===== src/rtl/core/bdds_pkg.sv =====
package bdds_pkg;

	localparam int VALUE_W = 32;
	localparam int BCD_W   = 4;   // decoder data lines
	localparam int IDX_W   = 4;
	localparam int CNT_W   = 4;

	localparam logic [CNT_W-1:0] CNT_RESET = 4'd3;

	// divide by ten: q = (v * RECIP) >> RECIP_SHIFT, exact for 32-bit v
	localparam logic [VALUE_W-1:0] RECIP       = 32'hCCCC_CCCD;
	localparam int                 RECIP_SHIFT = 35;

	localparam int Q_DEPTH = 4;
	localparam int Q_PTR_W = 2;
	localparam int Q_CNT_W = 3;

	typedef struct packed {
		logic [BCD_W-1:0] bcd;
		logic [IDX_W-1:0] idx;
		logic             last;
	} digit_t;

endpackage


===== src/rtl/core/bdds_back.sv =====
// Output register: pulls digits from the queue and holds them for the receiver.
module bdds_back (
	input  logic                        clk,
	input  logic                        arst_n,
	input  logic                        q_empty,
	input  bdds_pkg::digit_t            q_data,
	output logic                        pop,
	output logic                        out_valid,
	input  logic                        out_ready,
	output logic [bdds_pkg::BCD_W-1:0]  bcd_code,
	output logic [bdds_pkg::IDX_W-1:0]  select_index,
	output logic                        last_digit
);

	logic             valid_q;
	bdds_pkg::digit_t data_q;

	assign pop = !q_empty && (!valid_q || out_ready);

	always_ff @(posedge clk or negedge arst_n) begin
		if (!arst_n) begin
			valid_q <= 1'b0;
		end else if (pop) begin
			valid_q <= 1'b1;
		end else if (out_ready) begin
			valid_q <= 1'b0;
		end
	end

	always_ff @(posedge clk) begin
		if (pop) begin
			data_q <= q_data;
		end
	end

	assign out_valid    = valid_q;
	assign bcd_code     = data_q.bcd;
	assign select_index = data_q.idx;
	assign last_digit   = data_q.last;

endmodule


===== config.mk =====
export PLATFORM = sky130hd
export DESIGN_NAME = bdds_back
export DESIGN_NICKNAME = d
export VERILOG_FILES = /design/src/rtl/core/bdds_pkg.sv /design/src/rtl/core/bdds_back.sv
export SDC_FILE = /design/constraint.sdc
export NUM_CORES = 1
export LEC_CHECK = 0
export CELL_PAD_IN_SITES_DETAIL_PLACEMENT = 0
export CELL_PAD_IN_SITES_GLOBAL_PLACEMENT = 1
export CORE_AREA = 2 2 39 41
export DETAILED_ROUTE_END_ITERATION = 12
export DIE_AREA = 0 0 41 43
export DONT_BUFFER_PORTS = 1
export PLACE_DENSITY_LB_ADDON = 0.1
export SYNTH_ARGS = -nofsm -noshare
export SYNTH_HDL_FRONTEND = slang
export SYNTH_SLANG_ARGS = --single-unit
export TNS_END_PERCENT = 1

===== constraint.sdc =====
create_clock -name clk -period 1.8 [get_ports clk]
set_input_delay 0.09 -clock clk [delete_from_list [all_inputs] [get_ports clk]]
set_output_delay 0.09 -clock clk [all_outputs]
set_load 0.02 [all_outputs]

==> flow_summary.ini, run 1 <==
[synthesis]
synth-edff-count = 9
synth.area.top_cells = edfxtp_1, dfrtp_1, a21oi_2, o21ai_2, inv_1
dominant_cell_by_count_in_the_synthesized_netlist = edfxtp_1
synth_xor_xnor_area_share_pct = 0
synth_seq_cells = 10
synth_nets = 27
netlist_area_um2 = 320
yosysSeqAreaShare_pct = 92.2
muxShareOfSynthArea_pct = 0
synth.lib_cells_used.distinct = 5
post_synth_fa_ha_maj_area_fraction_pct = 0
yosys_warnings = 0
syn_inst = 14
dominantRegCellSynth = edfxtp_1
synth_top_family_by_area = compound AO/OA/AOI/OAI gates
synth_top_area_share_pct = 84.4
asyncSetResetFlopFracSynth_pct = 10.0
synthesis.area_per_instance_um2 = 22.9
synth-compound-area-share_pct = 5.47
synth.top_cells.by_count = edfxtp_1, inv_1, a21oi_2, dfrtp_1, o21ai_2
simple_gate_portion_of_the_synthesized_area_pct = 0
leading_area_contributor_after_synthesis = edfxtp_1

[run_status]
run_status = completed

[worst_setup_path]
critPathMaxFanout = 10
path_class = reg2out
length_in_cells_of_the_worst_reg_to_reg_path = 1
critPathBufInv = 1
critPathSlowestCell = a21oi_2
timing.reg2reg.setup_slack_ns = 0.46
timing.critical_path.cells = a21oi_2 > buf_4
slowest_delay_ns = 0.50
cp.depth = 2
critical_path_required_ns = 1.71
worst-endpoint-arrival_ns = 1.48
worst_setup_path_start_kind = flip-flop
endpoint_kind = primary output
crit_family = compound AO/OA/AOI/OAI gates

[floorplanning]
initial_utilization_pct = 23.1
num_io_pins = 24
die_y_um = 43
die_x_um = 41
dieArea_um2 = 1760
fp-row-count = 14
core_region_area_um2 = 1380

[sta]
achievable-frequency_mhz = 637
rsz_0062_raised_after_global_routing = false
final_min_period_over_clock_period_pct = 87.2
timing_worst_slew_pin_value_ns = 0.560
fin_ws_ns = 0.230
final_hold_viol_count = 0
timing_max_transition_violations_final = 0
finalSetupTns_ns = 0
finalSetupViolations = 0
finalClockSkew_ns = 0.00528
period_minus_slack_ns = 1.57
finalHoldWorstSlack_ns = 0.0391
relSlewSlack_pct = 62.6

[clocking]
cts-root-buf = clkbuf_4
post-cts-setup-buffer-count = 0
tritoncts = done
clock_tree.buffer_depth = 2
clock_insertion_delay_worst_skew_ns = 0.26
numCtsBuffers = 3
cts_num_sinks = 10
cts.reportedPaths.clkPinSlew_ns = 0.06
cts.htree.levels = 1

[global_routing]
grt.overflow.total = 0
initial_antenna_violation_count = 0
first_pass_grt_wire_length_um = 952
grt_start_max_net_pins = 11
grt_pass1_vias = 189
gr-usage-all-layers_pct = 9.38

[job]
max-cap-violations = 0

[detailed_routing]
wl_per_cell_um = 12.5
viasPerCell = 4.02
final_antenna_net_count = 0
drt_iter0_markers = 4
drt_wl_total_um = 588
drt_drc_violations_left = 0
first_pass_iteration_count_of_the_detailed_router = 2
routed-via-count = 189

[power]
ir_worst_vdd_mv = 0.285
cellLeakagePower_nw = 0.182
power_density_nw_per_um2 = 976

[final_layout]
finished_core_util_pct = 35.7
num_antenna_cells = 0
drive_above_1_share_pct = 19.4
finalNetCount = 45
synthesis_to_layout_area_growth_pct = 54.3
finish.instance_area_um2 = 494

[place]
post-place-ws_ns = 0.454
count_of_buffers_from_port_buffering = 0
detailed_place.area_um2 = 348
gp_routability_congestion = 0.528

[min_path]
hold_class = in2async
-- path summary, 6_finish.rpt --
path	startpoint	endpoint
hold reg to reg	out_valid	select_index[2]
max in group asynchronous	arst_n	out_valid
setup / recovery	out_valid	pop
setup reg to reg	out_valid	bcd_code[0]
hold / removal	arst_n	out_valid
min in group clk	q_empty	select_index[2]
-- layout make-up --
class | instances | area, um^2
Timing Repair Buffer | 13 | 128
Clock buffer | 4 | 26.3
Tap cell | 16 | 20.0
Inverter | 2 | 7.51
Fill cell | 144 | 890
Multi-Input combinational cell | 2 | 17.5
Sequential cell | 10 | 295
-- routing by layer --
| metal | track usage, % | vias up | routed length, um |
|---|---|---|---|
| li1 | - | 85 | - |
| met1 | 8.11 | 92 | 207 |
| met2 | 13.4 | 12 | 343 |
| met3 | 8.38 | 0 | 38 |
| met4 | 6.00 | 0 | 0 |
| met5 | 0 | - | 0 |
-- cells in the final DEF, fill, tap and decap left out --
cell type / n
dlygate4sd3_1: 12
dfrtp_1: 1
clkbuf_4: 3
clkbuf_1: 1
buf_4: 1
o21ai_2: 1
inv_1: 2
edfxtp_1: 9
a21oi_2: 1
-- flip-flops by register name, indices dropped and copies added, names as in the netlist --
signal	count
bcd_code	4
last_digit	1
out_valid	1
select_index	4
-- cell families after synthesis --
group | Yosys count
DFF | 10
AOI/OAI and AO/OA | 2
buffers and inverters | 2
-- metrics by stage --
step,power [W],instances
final,0.000483,47
after global routing,0.000515,47
after CTS,0.000495,47
after detailed placement,0.000310,31
after global placement,0.000309,31
after floorplan,0.000304,14
-- power by group --
part | internal (W) | switching [W]
sequential | 0.000270 | 0.0000213
combinational | 0.0000216 | 0.0000131
clock | 0.0000854 | 0.0000716
-- timing repair --
item | CTS | global route
hold endpoints to repair | 11 | 0
resized for setup | 0 | 0
hold buffers | 12 | 0
Note: power is estimated with default switching activity, not from simulation.
==> inputs of run 2 (changes only) <==
ABC_AREA = 1   (was not set)
==> run 2 against run 1 <==
Die area is the same; clock power about the same; core utilization fell by 0.36 points; first-iteration DRC count decreased by 25%; total power is 0.92% lower; cell count stayed put; clock skew fell by 0.0012 ns; register-to-register slack improved by 0.02 ns; critical path type unchanged; critical endpoint unchanged.
==> flow_summary.ini, run 2 <==
[synthesis]
yosysSeqAreaShare_pct = 93.7
synth.top_cells.by_count = edfxtp_1, nand2_1, a21oi_2, dfrtp_1, inv_1
leading_area_contributor_after_synthesis = edfxtp_1
synth_top_area_share_pct = 85.7
synth_nets = 27
synth-edff-count = 9
synthesis.area_per_instance_um2 = 22.5
synth.lib_cells_used.distinct = 5
syn_inst = 14
asyncSetResetFlopFracSynth_pct = 10.0
yosys_warnings = 0
synth_seq_cells = 10
synth.area.top_cells = edfxtp_1, dfrtp_1, a21oi_2, nand2_1, inv_1
dominantRegCellSynth = edfxtp_1
dominant_cell_by_count_in_the_synthesized_netlist = edfxtp_1
netlist_area_um2 = 315

[floorplanning]
core_region_area_um2 = 1380
die_y_um = 43
num_io_pins = 24
dieArea_um2 = 1760
die_x_um = 41
initial_utilization_pct = 22.8
fp-row-count = 14

[final_layout]
multi_input_area_um2 = 16.3
mostFrequentLayoutCells = dlygate4sd3_1, edfxtp_1, clkbuf_4, nand2_1
synthesis_to_layout_area_growth_pct = 55.2
drive_above_1_share_pct = 16.1
finalNetCount = 45
layout.cells.most_common = dlygate4sd3_1
finished_core_util_pct = 35.4
finish.instance_area_um2 = 489
num_antenna_cells = 0
final-seq-area_um2 = 295
filler_cell_count = 143

[clocking]
post-cts-setup-buffer-count = 0
clock_insertion_delay_worst_skew_ns = 0.26
cts_num_sinks = 10
tritoncts = done
cts.reportedPaths.clkPinSlew_ns = 0.06
cts-resized-gates = 0
numCtsBuffers = 3
cts-root-buf = clkbuf_4
cts.htree.levels = 1
clock_tree.buffer_depth = 2

[detailed_routing]
drt_drc_violations_left = 0
first_pass_iteration_count_of_the_detailed_router = 2
routed-via-count = 181
drt_wl_total_um = 525
viasPerCell = 3.85
wl_per_cell_um = 11.2
final_antenna_net_count = 0
drt_iter0_markers = 3

[power]
switchingPower_w = 0.000102
power_w = 0.000478
p_seq_share_pct = 60.8
ir_worst_vdd_mv = 0.268
power_frac_clock_pct = 32.2
cellLeakagePower_nw = 0.178
combinationalPowerShare_pct = 7.0
internal-power_w = 0.000376
power.share.switching_pct = 21.3
power_density_nw_per_um2 = 977

[sta]
timing_max_transition_violations_final = 0
finalSetupTns_ns = 0
achievable-frequency_mhz = 649
relSlewSlack_pct = 64.4
finalClockSkew_ns = 0.00407
finalHoldWorstSlack_ns = 0.0404
rsz_0062_raised_after_global_routing = false
timing_worst_slew_pin_value_ns = 0.533
final_hold_viol_count = 0
final_min_period_over_clock_period_pct = 85.6
finalSetupViolations = 0
period_minus_slack_ns = 1.54

[global_routing]
initial_antenna_violation_count = 0
gr-usage-all-layers_pct = 7.84
grt_pass1_vias = 163
first_pass_grt_wire_length_um = 800
grt_start_max_net_pins = 11
grt.overflow.total = 0

[worst_setup_path]
worst_setup_path_start_kind = flip-flop
path_class = reg2out
timing.critical_path.cells = a21oi_2 > buf_4
endpoint_kind = primary output
slowest_delay_ns = 0.48
critical_path_required_ns = 1.71
crit_family = compound AO/OA/AOI/OAI gates
critPathSlowestCell = a21oi_2
worst-endpoint-arrival_ns = 1.45
critPathMaxFanout = 10
critPathBufInv = 1

[place]
gp_routability_congestion = 0.512
count_of_buffers_from_port_buffering = 0
detailed_place.area_um2 = 343

[job]
max-cap-violations = 0

[run_status]
run_status = completed

[min_path]
hold_class = in2async
==> run 2: power by group through the flow <==
stage	sequential [W]	combinational, W	clock [W]
2_1_floorplan	0.000294	0.00000887	0
3_3_place_gp	0.000296	0.0000127	0
3_5_place_dp	0.000296	0.0000129	0
4_1_cts	0.000291	0.0000342	0.000168
5_1_grt	0.000292	0.0000378	0.000182
6_report	0.000291	0.0000337	0.000154
==> run 2: final timing paths <==
check	startpoint	endpoint	slack, ns	depth (start not counted)
setup / recovery	out_valid	pop	0.26	2
min in group clk	q_empty	bcd_code[0]	0.10	1
hold / removal	arst_n	out_valid	0.04	1
hold reg to reg	out_valid	bcd_code[0]	0.88	1
max in group asynchronous	arst_n	out_valid	1.66	1
setup reg to reg	out_valid	bcd_code[2]	0.48	1
==> run 2: kinds of logic (layout without fill, tap and decap cells) <==
group           after synthesis  after routing  synth area share (%)
compound gates                1              1                  2.78
simple gates                  2              2                  2.38
buf+inv                       1             18                  1.19
flops                        10             10                  93.6
==> run 2: cell type report <==
cell class                      instances  area share, %
Sequential cell                        10           60.4
Clock buffer                            4           5.37
Inverter                                1          0.767
Tap cell                               16           4.09
Multi-Input combinational cell          3           3.32
Timing Repair Buffer                   13           26.1
==> run 2: routing by layer <==
layer  global-route usage (%)  wire [um]  share of wire, %
met1                     8.08        197                38
met2                     10.0        297                57
met3                     7.85         30               5.7
met4                     4.00          0                 0
met5                        0          0                 0
==> run 2: metrics by stage <==
step                worst slack, ns  instances
finish                        0.259         47
global route                  0.122         47
CTS                           0.219         47
detailed placement            0.476         31
global placement              0.493         31
floorplan                     0.450         14
==> run 2: repair_timing <==
| item | in CTS | in global routing |
|---|---|---|
| hold endpoints to repair | 11 | 0 |
| hold buffers | 12 | 0 |
| setup endpoints to repair | 0 | 0 |
==> inputs of run 3 (changes only) <==
==> constraint.sdc (replaced) <==
create_clock -name clk -period 1.8 [get_ports clk]
set_input_delay 0 -clock clk [delete_from_list [all_inputs] [get_ports clk]]
set_output_delay 0 -clock clk [all_outputs]
set_load 0.02 [all_outputs]
==> run 3 against run 2 <==
Worst setup slack improved by 0.090 ns; sequential power about the same; global-route usage grew 0.31 points; critical path type unchanged; first-iteration DRC count unchanged; total power rose by 0.47%; largest cell class unchanged; via count increased by 1.7%; cell count rose by 2.1%; combinational power grew 6.2%; die area did not move; register-to-register slack about the same; fmax is 6.2% higher.
==> flow_summary.ini, run 3 (same netlist as run 2, synthesis figures left out) <==
[clocking]
numCtsBuffers = 3
post-cts-setup-buffer-count = 0
cts.htree.levels = 1
cts-root-buf = clkbuf_4
cts_num_sinks = 10
clock_tree.buffer_depth = 2
cts.reportedPaths.clkPinSlew_ns = 0.06
clock_insertion_delay_worst_skew_ns = 0.26
tritoncts = done

[sta]
finalHoldWorstSlack_ns = 0.140
finalSetupTns_ns = 0
timing_max_transition_violations_final = 0
period_minus_slack_ns = 1.45
rsz_0062_raised_after_global_routing = false
timing_worst_slew_pin_value_ns = 0.533
finalSetupViolations = 0
final_hold_viol_count = 0
relSlewSlack_pct = 64.5
finalClockSkew_ns = 0.00394
achievable-frequency_mhz = 689
final_min_period_over_clock_period_pct = 80.6

[power]
power.share.switching_pct = 21.4
ir_worst_vdd_mv = 0.268
power_density_nw_per_um2 = 962
combinationalPowerShare_pct = 7.5
cellLeakagePower_nw = 0.183
internal-power_w = 0.000377
p_seq_share_pct = 60.5
power_frac_clock_pct = 32.0
switchingPower_w = 0.000103

[global_routing]
grt.overflow.total = 0
gr-usage-met1_pct = 8.42
use_met2_pct = 10.6
grt_start_max_net_pins = 11
initial_antenna_violation_count = 0
gr-usage-all-layers_pct = 8.15
grt.met3_usage_pct = 7.85
grt_pass1_vias = 172
grt_busiest_layer = met2
first_pass_grt_wire_length_um = 841

[final_layout]
multi_input_area_um2 = 16.3
drive_above_1_share_pct = 15.6
synthesis_to_layout_area_growth_pct = 58.3
final-seq-area_um2 = 295
mostFrequentLayoutCells = dlygate4sd3_1, edfxtp_1, clkbuf_4, nand2_1
num_antenna_cells = 0
layout.cells.most_common = dlygate4sd3_1
filler_cell_count = 144
finalNetCount = 46

[detailed_routing]
viasPerCell = 3.83
wl_per_cell_um = 11.3
first_pass_iteration_count_of_the_detailed_router = 2
drt_iter0_markers = 3
final_antenna_net_count = 0
drt_wl_total_um = 540
routed-via-count = 184
drt_drc_violations_left = 0

[floorplanning]
dieArea_um2 = 1760
die_y_um = 43
fp-row-count = 14
initial_utilization_pct = 22.8
num_io_pins = 24
die_x_um = 41
core_region_area_um2 = 1380

[min_path]
hold_class = in2reg

[place]
count_of_buffers_from_port_buffering = 0
gp_routability_congestion = 0.512

[job]
max-cap-violations = 0

[worst_setup_path]
worst-endpoint-arrival_ns = 1.45
critPathMaxFanout = 10
critical_path_required_ns = 1.80
endpoint_kind = primary output
path_class = reg2out
worst_setup_path_start_kind = flip-flop

[run_status]
run_status = completed
==> run 3: worst paths after layout <==
kind	slack, ns	end	cells after the start	from
max	0.35	pop	2	out_valid
min	0.14	bcd_code[0]	2	out_ready
max reg2reg	0.48	bcd_code[2]	1	out_valid
min reg2reg	0.89	bcd_code[0]	1	out_valid
max in group asynchronous	1.20	out_valid	2	arst_n
min in group asynchronous	0.50	out_valid	2	arst_n
==> run 3: what timing repair did <==
item                       in CTS  in global routing
hold buffers                   13                  0
hold endpoints to repair       16                  0
gates resized for setup         0                  0
setup endpoints to repair       0                  0
==> run 3: layout make-up <==
| class | instances | area share (%) |
|---|---|---|
| Sequential cell | 10 | 59.1 |
| Timing Repair Buffer | 14 | 27.6 |
| Clock buffer | 4 | 5.26 |
| Tap cell | 16 | 4.01 |
| Multi-Input combinational cell | 3 | 3.26 |
| Inverter | 1 | 0.752 |
==> run 3: metal layers <==
layer  share of wire (%)  up-vias  wire length, um
met5                   0        -                0
met4                   0        0                0
met2                  57       11              309
met3                 5.6        0               30
met1                  37       86              200
li1                    -       87                -
==> run 3: worst max-delay path: stages (launching register included) <==
cell	delay, ns
dfrtp_1	0.47
a21oi_2	0.48
buf_4	0.24
==> run 3: power groups by stage <==
stage | Clock (W) | Combinational, W | Sequential [W]
finish | 0.000154 | 0.0000358 | 0.000291
global route | 0.000182 | 0.0000400 | 0.000292
CTS | 0.000168 | 0.0000363 | 0.000291
detailed placement | 0 | 0.0000129 | 0.000296
global placement | 0 | 0.0000127 | 0.000296
floorplan | 0 | 0.00000887 | 0.000294
==> run 3: stage by stage <==
step / instance area (um^2) / util (%) / power, W / setup WS, ns / cells
global route: 499 / 36.1 / 0.000514 / 0.212 / 48
finish: 499 / 36.1 / 0.000480 / 0.348 / 48
CTS: 499 / 36.1 / 0.000495 / 0.309 / 48
detailed placement: 343 / 24.8 / 0.000309 / 0.476 / 31
global placement: 343 / 24.8 / 0.000309 / 0.493 / 31
floorplan: 315 / - / 0.000303 / 0.450 / 14
