===== config.mk =====
export PLATFORM = sky130hd
export DESIGN_NAME = bdds_queue
export DESIGN_NICKNAME = d
export VERILOG_FILES = /design/src/rtl/core/bdds_pkg.sv /design/src/rtl/core/bdds_queue.sv
export SDC_FILE = /design/constraint.sdc
export NUM_CORES = 1
export LEC_CHECK = 0
export CORE_AREA = 3 3 94 69
export DETAILED_ROUTE_END_ITERATION = 12
export DIE_AREA = 0 0 97 72
export DONT_BUFFER_PORTS = 1
export PLACE_DENSITY_LB_ADDON = 0.3
export SLEW_MARGIN = 30
export SYNTH_ARGS = -nofsm -noshare
export SYNTH_HDL_FRONTEND = slang
export SYNTH_SLANG_ARGS = --single-unit

===== constraint.sdc =====
create_clock -name clk -period 1.4 [get_ports clk]
set_input_delay 0.14 -clock clk [delete_from_list [all_inputs] [get_ports clk]]
set_output_delay 0.14 -clock clk [all_outputs]
set_load 0.005 [all_outputs]

===== src/rtl/core/bdds_pkg.sv =====
package bdds_pkg;

	localparam int VALUE_W = 32;
	localparam int BCD_W   = 4;   // decoder data lines
	localparam int IDX_W   = 4;
	localparam int CNT_W   = 4;

	localparam logic [CNT_W-1:0] CNT_RESET = 4'd3;

	// divide by ten: q = (v * RECIP) >> RECIP_SHIFT, exact for 32-bit v
	localparam logic [VALUE_W-1:0] RECIP       = 32'hCCCC_CCCD;
	localparam int                 RECIP_SHIFT = 35;

	localparam int Q_DEPTH = 4;
	localparam int Q_PTR_W = 2;
	localparam int Q_CNT_W = 3;

	typedef struct packed {
		logic [BCD_W-1:0] bcd;
		logic [IDX_W-1:0] idx;
		logic             last;
	} digit_t;

endpackage


===== src/rtl/core/bdds_queue.sv =====
// Small digit queue between converter and output stage.
module bdds_queue (
	input  logic             clk,
	input  logic             arst_n,
	input  logic             push,
	input  bdds_pkg::digit_t din,
	output logic             full,
	input  logic             pop,
	output bdds_pkg::digit_t dout,
	output logic             empty
);

	bdds_pkg::digit_t             mem_q [bdds_pkg::Q_DEPTH];
	logic [bdds_pkg::Q_PTR_W-1:0] wptr_q;
	logic [bdds_pkg::Q_PTR_W-1:0] rptr_q;
	logic [bdds_pkg::Q_CNT_W-1:0] cnt_q;

	assign full  = (cnt_q == bdds_pkg::Q_CNT_W'(bdds_pkg::Q_DEPTH));
	assign empty = (cnt_q == '0);
	assign dout  = mem_q[rptr_q];

	always_ff @(posedge clk or negedge arst_n) begin
		if (!arst_n) begin
			wptr_q <= '0;
			rptr_q <= '0;
			cnt_q  <= '0;
		end else begin
			if (push) begin
				wptr_q <= wptr_q + 1'b1;
			end
			if (pop) begin
				rptr_q <= rptr_q + 1'b1;
			end
			if (push && !pop) begin
				cnt_q <= cnt_q + 1'b1;
			end else if (pop && !push) begin
				cnt_q <= cnt_q - 1'b1;
			end
		end
	end

	always_ff @(posedge clk) begin
		if (push) begin
			mem_q[wptr_q] <= din;
		end
	end

endmodule


==> results of run 1 <==
-- synthesized netlist by cell type, types with 2 or more instances --
cell type and instances:
edfxtp_1 36, mux4_2 8, dfrtp_1 7, ha_1 5
and2_1 4, inv_1 4, xor2_1 4, nand2_1 2
xnor2_1 2
-- worst reg2reg max path, cell delays in order, from the launching register on --
cell and delay (ns):
dfrtp_1 0.40, fa_2 0.39, xor2_1 0.16, nor2_1 0.14
xor2_1 0.16
-- what timing repair did --
action                                  4_1_cts  5_1_grt
hold buffers                                 12        0
buffers inserted                              1        1
endpoints found under the hold margin        47        0
pin swaps                                     0        2
resized for setup                             3        1
endpoints found under the setup margin        9       10
-- worst paths after layout --
kind                       endpoint      start  slack [ns]
max in group asynchronous  cnt_q[0]     arst_n        0.96
min in group asynchronous  cnt_q[2]     arst_n        0.18
max                         dout[3]  rptr_q[0]       -0.14
min reg2reg                cnt_q[2]   cnt_q[2]        0.51
min                        cnt_q[0]       push        0.14
max reg2reg                cnt_q[2]   cnt_q[0]        0.08
-- power groups by stage --
stage / combinational [uW] / sequential (uW) / clock (uW)
after floorplan: 768 / 1840 / 0
after global placement: 1150 / 1850 / 0
after detailed placement: 1190 / 1870 / 0
after CTS: 1290 / 1850 / 779
after global routing: 1390 / 1870 / 841
final: 1260 / 1850 / 751
-- registers in the layout (all words and copies together) (netlist names) --
name,count
mem_q,36
cnt_q,3
rptr_q,2
wptr_q,2
-- layout by cell type, fill, tap and decap left out --
cell	instances
clkbuf_1	1
buf_6	2
nor3_1	1
clkinvlp_4	1
nor3b_1	1
mux2_2	1
buf_12	3
mux4_2	9
xor2_1	4
xnor2_1	2
dlygate4sd3_1	12
and2_1	4
nor2_1	1
edfxtp_1	36
fa_2	1
dfrtp_1	7
nand2_1	2
clkbuf_8	5
ha_1	5
clkinv_2	1
o21ai_0	1
buf_4	6
inv_1	4
-- layer usage --
| metal | up-vias | share of wire | global-route usage | wire, um |
|---|---|---|---|---|
| met5 | - | 0 | 0 | 0 |
| met4 | 0 | 0.019 | 0.0421 | 55 |
| met3 | 9 | 0.048 | 0.0384 | 136 |
| met2 | 17 | 0.48 | 0.134 | 1370 |
| met1 | 398 | 0.45 | 0.115 | 1300 |
| li1 | 363 | - | - | - |
-- layout make-up --
class | instances | area share
sequential | 43 | 0.597
timing repair buffer | 23 | 0.118
clock buffer | 6 | 0.0345
clock inverter | 2 | 0.00595
inverter | 4 | 0.00714
multi-input combinational | 32 | 0.193
tap | 75 | 0.0446
-- cell families after synthesis --
kind of cell / Yosys count
AOI/OAI and AO/OA: 1
xor gates and xnor gates: 6
adders and majority gates: 6
buffers and inverters: 6
DFF: 43
muxes: 10
and+or+nand+nor: 9
-- per-stage QoR --
stage / cell area (um^2) / setup WS, ns / hold slack (ns)
after global placement: 1880 / 0.107 / -0.155
after CTS: 2090 / -0.164 / 0.124
after global routing: 2100 / -0.201 / 0.145
after detailed placement: 1880 / 0.0212 / -0.155
after floorplan: 1690 / 0.0837 / -0.156
final: 2100 / -0.135 / 0.135
==> out/results.tsv, run 1 <==
metric	value	unit
status	complete, but fails checks	
violated checks	negative setup slack	
CTS root buf	clkbuf_8	
H-tree levels	2	
internal power	2760	uW
total power	3860	uW
GPL Wtd Cong	0.632	
CTS tree	done	
syn_area_per_cell	20.9	um^2
DRC	0	
combinational share of power	0.328	
WL/cell	15.4	um
initial antenna violation count	0	
final core occ	0.371	
CTS sink count	43	
cts bufs inserted	5	
total congestion overflow	0	
Rows	23	
delay-heaviest family, CP	multiplexers	
Post-synth ARST share	0.163	
Starting Density	0.299	
vias in the first global route	855	
WP depth	2	
syn_nets	100	
CP startpoint kind	flip-flop	
first-pass GRT wire length	4550	um
main combinational cell family by area after synthesis	multiplexers	
ys flop type	edfxtp_1	
Pre-antenna DRT Iters	4	
Synth Area in Adders	0.0487	
post-layout minimum cycle time	1.54	ns
Ports	24	
Die Wd	97	um
power share of the sequential group	0.478	
Seq/Total Area, Yosys	0.742	
area delta synth->final	24.2	%
Inst Count DP	163	
switching share of power	0.286	
clock latency on the worst-skew pair	0.29	ns
worst-path cell with the longest stage delay	mux4_2	
worst-path fanout max	5	
Tcrit/Tclk final	1.10	
vias	787	
RSZ-0062 raised after global routing	yes	
Tightest Pin Transition	0.436	ns
vias per cell	4.25	
biggest cell delay along the critical path	0.53	ns
number of non-filler instances in the completed layout	185	
die area	0.00698	mm^2
Cells after Synth	81	
endpoint class of the critical path	output port	
Power Density	1840	mW/mm^2
Post-Syn Area	0.00169	mm^2
Max Cap Viol	0	
FF/Latch Area	0.00126	mm^2
top cell type by total area after synthesis	edfxtp_1	
proportion of power drawn by the clock network	0.194	
mux share of post-synthesis cell area	0.129	
final hold vios	0	
xor/xnor share of the synthesized area	0.0310	
worst setup margin	-0.135	ns
CP arrival	1.40	ns
synthesis warning total	0	
input/output buffers	0	
DRT antenna net count	0	
Yosys cell types	18	
Die Height	72	um
pin count of the biggest net entering global routing	14	
critical path class	reg2out	
top cell type's share of synthesized area	0.638	
leak pwr	0.000738	uW
placed wire-length estimate	1960	um
Worst-path clk slew	0.08	ns
P_sw	1100	uW
crit path cell chain	buf_6 -> mux4_2	
Final Max Slew Viols	0	
required time of the critical path	1.26	ns
Iter 0 DRT Violations	33	
Worst Reg2Reg Path Length in Cells	4	
clk_skew	0.00548	ns
GRT Resource Usage Total	0.0900	
Peak VDD IR	0.640	mV
final setup violating endpoints	9	
Rel. slew slack	0.709	
WP buf/inv	1	
NumNets Final	128	
FILL cells	520	
Yosys reg bits	43	
setup TNS	-1.04	ns
worst min-delay path category	in2reg	
DRT Wirelength	2860	um
Compound-Gate Fraction of Synth Area	0.00295	
Worst Hold Depth	2	
Max Fclk	651	MHz
top post-synthesis cells by area	edfxtp_1 64%, mux4_2 11%, dfrtp_1 10%	
ant diodes	0	
share of layout cells above drive strength 1	0.264	
multi-input logic area	405	um^2
Synth Area in Simple Gates	0.0288	
core area	0.00567	mm^2
CTS max path bufs	2	
number of synthesized flops with an enable pin	36	
(Power assumes the default switching activity.)
==> inputs of run 2 (changes only) <==
Clock period 1.4 ns to 1.9 ns, I/O delays scaled along.
==> out/results.tsv, run 2 (synthesis gave the netlist of run 1 again) <==
metric	value	unit	change
status	finished, final reports clean		
required time of the critical path	1.71	ns	+0.45 ns
pin count of the biggest net entering global routing	14		unchanged
post-layout minimum cycle time	1.60	ns	
GRT Resource Usage Total	0.0904		+0.000306
R2R Setup Slk	0.43	ns	+0.35 ns
CTS tree	done		
most common cell after layout, fill and taps aside	edfxtp_1		
Die Height	72	um	unchanged
final hold vios	0		unchanged
Tightest Pin Transition	0.516	ns	+0.0798 ns
H-tree levels	2		unchanged
WL/cell	16.5	um	+7.0%
CP startpoint kind	flip-flop		
vias per cell	4.31		+1.2%
final setup violating endpoints	0		-9
die area	0.00698	mm^2	unchanged
clock latency on the worst-skew pair	0.28	ns	about the same
total congestion overflow	0		unchanged
most frequent cells in the layout	36 x edfxtp_1, 12 x dlygate4sd3_1, 8 x mux4_2, 7 x dfrtp_1		
Pre-antenna DRT Iters	4		unchanged
hold_buf cts	12		unchanged
Max Fclk	626	MHz	
Largest register FFs	36		unchanged
placed wire-length estimate	2090	um	+6.5%
input/output buffers	0		unchanged
Iter 0 DRT Violations	39		+18%
worst min-delay path category	in2reg		
Rel. slew slack	0.656		-0.0532
initial antenna violation count	0		unchanged
worst-path fanout max	6		+1
CTS sink count	43		unchanged
Power Density	1330	mW/mm^2	-27%
dpl cell area	0.00179	mm^2	-4.8%
Top Registers	mem_q x36, cnt_q x3		
Worst-path clk slew	0.08	ns	about the same
Final Max Slew Viols	0		unchanged
NumNets Final	119		-7.0%
most flop-heavy register	mem_q		
Max Cap Viol	0		unchanged
hold_sp	push		
total power	2650	uW	-31%
Ports	24		unchanged
clk_skew	0.00621	ns	+0.000731 ns
vias in the first global route	844		-1.3%
Tcrit/Tclk final	0.841		
area delta synth->final	17.6	%	
DRT antenna net count	0		unchanged
RSZ-0062 raised after global routing	no		
ant diodes	0		unchanged
FF-to-FF Start	wptr_q[0]		
CTS max path bufs	2		unchanged
Rows	23		unchanged
reg-to-reg endpoint	mem_q[0][2]		
GPL Wtd Cong	0.684		+8.3%
CTS root buf	clkbuf_8		
leak pwr	0.000686	uW	-7.1%
setup TNS	0	ns	+1.04 ns
Worst Reg2Reg Path Length in Cells	3		-1
Worst Hold Depth	2		unchanged
Starting Density	0.299		unchanged
endpoint class of the critical path	output port		
vias	758		-3.7%
DRC	0		unchanged
CP arrival	1.41	ns	about the same
worst hold path endpoint	wptr_q[1]		
share of layout cells above drive strength 1	0.178		-0.0854
DRT Wirelength	2910	um	+1.8%
core area	0.00567	mm^2	unchanged
Post-CTS Resized	0		-3
cell area after layout	0.00199	mm^2	-5.3%
Post-CTS Setup Inserts	0		-1
cts bufs inserted	5		unchanged
critical path class	reg2out		
first-pass GRT wire length	4720	um	+3.6%
Peak VDD IR	0.410	mV	-36%
Die Wd	97	um	unchanged
run 2: layout make-up:
class	count	area, um^2
multi-input combinational	32	407
timing repair buffer	14	135
clock inverter	2	12.5
tap	75	93.8
sequential	43	1260
fill	521	3680
clock buffer	6	72.6
inverter	4	15.0
run 2: per-stage QoR:
stage / setup slack (ns) / util / std cells / hold WS (ns)
after global routing: 0.234 / 0.351 / 176 / 0.0223
after floorplan: 0.584 / - / 81 / -0.106
after CTS: 0.267 / 0.351 / 176 / 0.0212
after detailed placement: 0.400 / 0.315 / 156 / -0.105
final: 0.302 / 0.351 / 176 / 0.0304
after global placement: 0.449 / 0.315 / 156 / -0.105
run 2: worst max-delay path, cell delays in order (launching register included):
cell,delay (ns)
dfrtp_1,0.35
buf_4,0.18
mux4_1,0.59
run 2: how the worst max path moves through the flow:
stage / cells past startpoint / end / from / slack [ns]
CTS: 2 / dout[4] / rptr_q[0] / 0.27
floorplan: 4 / cnt_q[2] / cnt_q[0] / 0.58
finish: 2 / dout[4] / rptr_q[0] / 0.30
detailed placement: 3 / mem_q[0][0] / wptr_q[0] / 0.40
global route: 2 / dout[4] / rptr_q[0] / 0.23
global placement: 3 / mem_q[0][5] / wptr_q[0] / 0.45
run 2: layer usage:
layer / track usage / vias to the layer above / part of all wire
met4: 0.0234 / 0 / 0.0041
li1: - / 346 / -
met1: 0.107 / 396 / 0.45
met5: 0 / - / 0
met2: 0.154 / 14 / 0.51
met3: 0.0375 / 2 / 0.041
run 2: power breakdown:
group          internal (uW)  leakage, uW  switching (uW)
clock                    257    0.0000412             297
sequential              1260     0.000413             143
combinational            356     0.000232             337
total                   1870     0.000686             778
==> inputs of run 3 (changes only) <==
Clock period 1.9 ns to 1.57 ns, I/O delays scaled along.
==> out/results.tsv, run 3 (synthesis gave the netlist of run 1 again) <==
metric	value	unit	change
status	finished, final reports clean		
input/output buffers	0		unchanged
most flop-heavy register	mem_q		
switching share of power	0.289		-0.00385
combinational share of power	0.277		+0.016
most frequent cells in the layout	36 x edfxtp_1, 12 x dlygate4sd3_1, 9 x mux4_2, 6 x dfrtp_1		
crit path cell chain	buf_4 -> mux4_2		
biggest cell delay along the critical path	0.53	ns	-0.06 ns
Top Registers	mem_q x36, cnt_q x3		
Max Fclk	654	MHz	
GPL Wtd Cong	0.601		-12%
core area	0.00567	mm^2	unchanged
Tightest Pin Transition	0.352	ns	-0.164 ns
worst hold path endpoint	rptr_q[1]		
DRC	0		unchanged
area delta synth->final	19.0	%	
WP buf/inv	1		unchanged
Power Density	1600	mW/mm^2	+21%
Pre-antenna DRT Iters	2		-2
Worst-path clk slew	0.08	ns	about the same
Final Max Slew Viols	0		unchanged
Rows	23		unchanged
CTS max path bufs	2		unchanged
initial antenna violation count	0		unchanged
critical path class	reg2out		
worst-path cell with the longest stage delay	mux4_2		
met3 GRT Util	0.0423		+0.00480
CTS root buf	clkbuf_8		
pin count of the biggest net entering global routing	13		-1
share of layout cells above drive strength 1	0.221		+0.0429
DRT Wirelength	2880	um	-1.0%
vias in the first global route	873		+3.4%
final hold vios	0		unchanged
Tcrit/Tclk final	0.973		
met1 usage	0.103		-0.00392
Worst Reg2Reg Path Length in Cells	4		+1
most common cell after layout, fill and taps aside	edfxtp_1		
Iter 0 DRT Violations	21		-46%
Rel. slew slack	0.765		+0.109
final setup violating endpoints	0		unchanged
leak pwr	0.000703	uW	+2.6%
CTS sink count	43		unchanged
Peak VDD IR	0.746	mV	+82%
number of non-filler instances in the completed layout	179		+1.7%
CP startpoint kind	flip-flop		
post-layout minimum cycle time	1.53	ns	
required time of the critical path	1.41	ns	-0.30 ns
Worst Hold Depth	2		unchanged
vias per cell	4.27		-0.77%
power share of the sequential group	0.526		-0.004
Inst Count DP	160		+2.6%
Starting Density	0.299		unchanged
WP depth	2		unchanged
worst min-delay path category	in2reg		
GRT Resource Usage Total	0.0918		+0.00140
cts bufs inserted	5		unchanged
setup TNS	0	ns	unchanged
placed wire-length estimate	1980	um	-5.0%
proportion of power drawn by the clock network	0.197		-0.012
ant diodes	0		unchanged
total congestion overflow	0		unchanged
vias	765		+0.92%
delay-heaviest family, CP	multiplexers		
clk_skew	0.00635	ns	+0.000142 ns
NumNets Final	123		+3.4%
die area	0.00698	mm^2	unchanged
worst-path fanout max	5		-1
endpoint class of the critical path	output port		
WL/cell	16.1	um	-2.7%
H-tree levels	2		unchanged
internal power	2300	uW	+23%
CTS tree	done		
DRT antenna net count	0		unchanged
reg-to-reg endpoint	cnt_q[2]		
first-pass GRT wire length	4640	um	-1.8%
R2R Setup Slk	0.16	ns	-0.27 ns
Max Cap Viol	0		unchanged
grt met2 use	0.147		-0.00765
P_sw	936	uW	+20%
RSZ-0062 raised after global routing	yes		
hold_sp	pop		
FF-to-FF Start	cnt_q[0]		
Largest register FFs	36		unchanged
Die Wd	97	um	unchanged
clock latency on the worst-skew pair	0.29	ns	about the same
Die Height	72	um	unchanged
CP arrival	1.37	ns	-0.04 ns
Ports	24		unchanged
most used routing layer	met2		
run 3: power groups by stage:
stage | registers (uW) | logic [uW] | clock network [uW]
2_1_floorplan | 1640 | 685 | 0
3_3_place_gp | 1710 | 837 | 0
3_5_place_dp | 1730 | 880 | 0
4_1_cts | 1710 | 924 | 666
5_1_grt | 1740 | 998 | 723
6_report | 1700 | 896 | 636
run 3: stage by stage:
step                utilization  area, um^2  setup slack [ns]  power, uW  hold WS, ns
finish                    0.356        2020            0.0421       3230      0.00686
floorplan                     -        1690             0.254       2330       -0.139
global route              0.356        2020           -0.0105       3460      0.00644
global placement          0.320        1820             0.228       2540       -0.138
CTS                       0.355        2010           0.00506       3300      0.00296
detailed placement        0.320        1820             0.170       2610       -0.138
run 3: final cells by class:
| cell class | count | area (um^2) |
|---|---|---|
| multi-input combinational | 32 | 403 |
| timing repair buffer | 18 | 169 |
| sequential | 43 | 1260 |
| inverter | 4 | 15.0 |
| fill | 519 | 3650 |
| tap | 75 | 93.8 |
| clock inverter | 2 | 8.76 |
| clock buffer | 5 | 68.8 |
run 3: what timing repair did:
item,CTS,global route
resized for setup,1,2
hold buffers,12,0
pin swaps,0,0
hold endpoints to repair,46,0
endpoints found under the setup margin,1,9
setup buffers,0,0
run 3: worst max-delay path by stage:
stage,end,start,slack (ns)
after floorplan,cnt_q[2],cnt_q[0],0.25
after global placement,cnt_q[2],cnt_q[0],0.23
after detailed placement,cnt_q[2],cnt_q[0],0.17
after CTS,dout[3],rptr_q[0],0.005
after global routing,dout[3],rptr_q[0],-0.01
final,dout[7],rptr_q[0],0.04
run 3: layer usage:
metal,vias to the layer above,share of wire
met2,17,0.50
met3,6,0.056
li1,352,-
met4,0,0.019
met1,390,0.42
met5,-,0
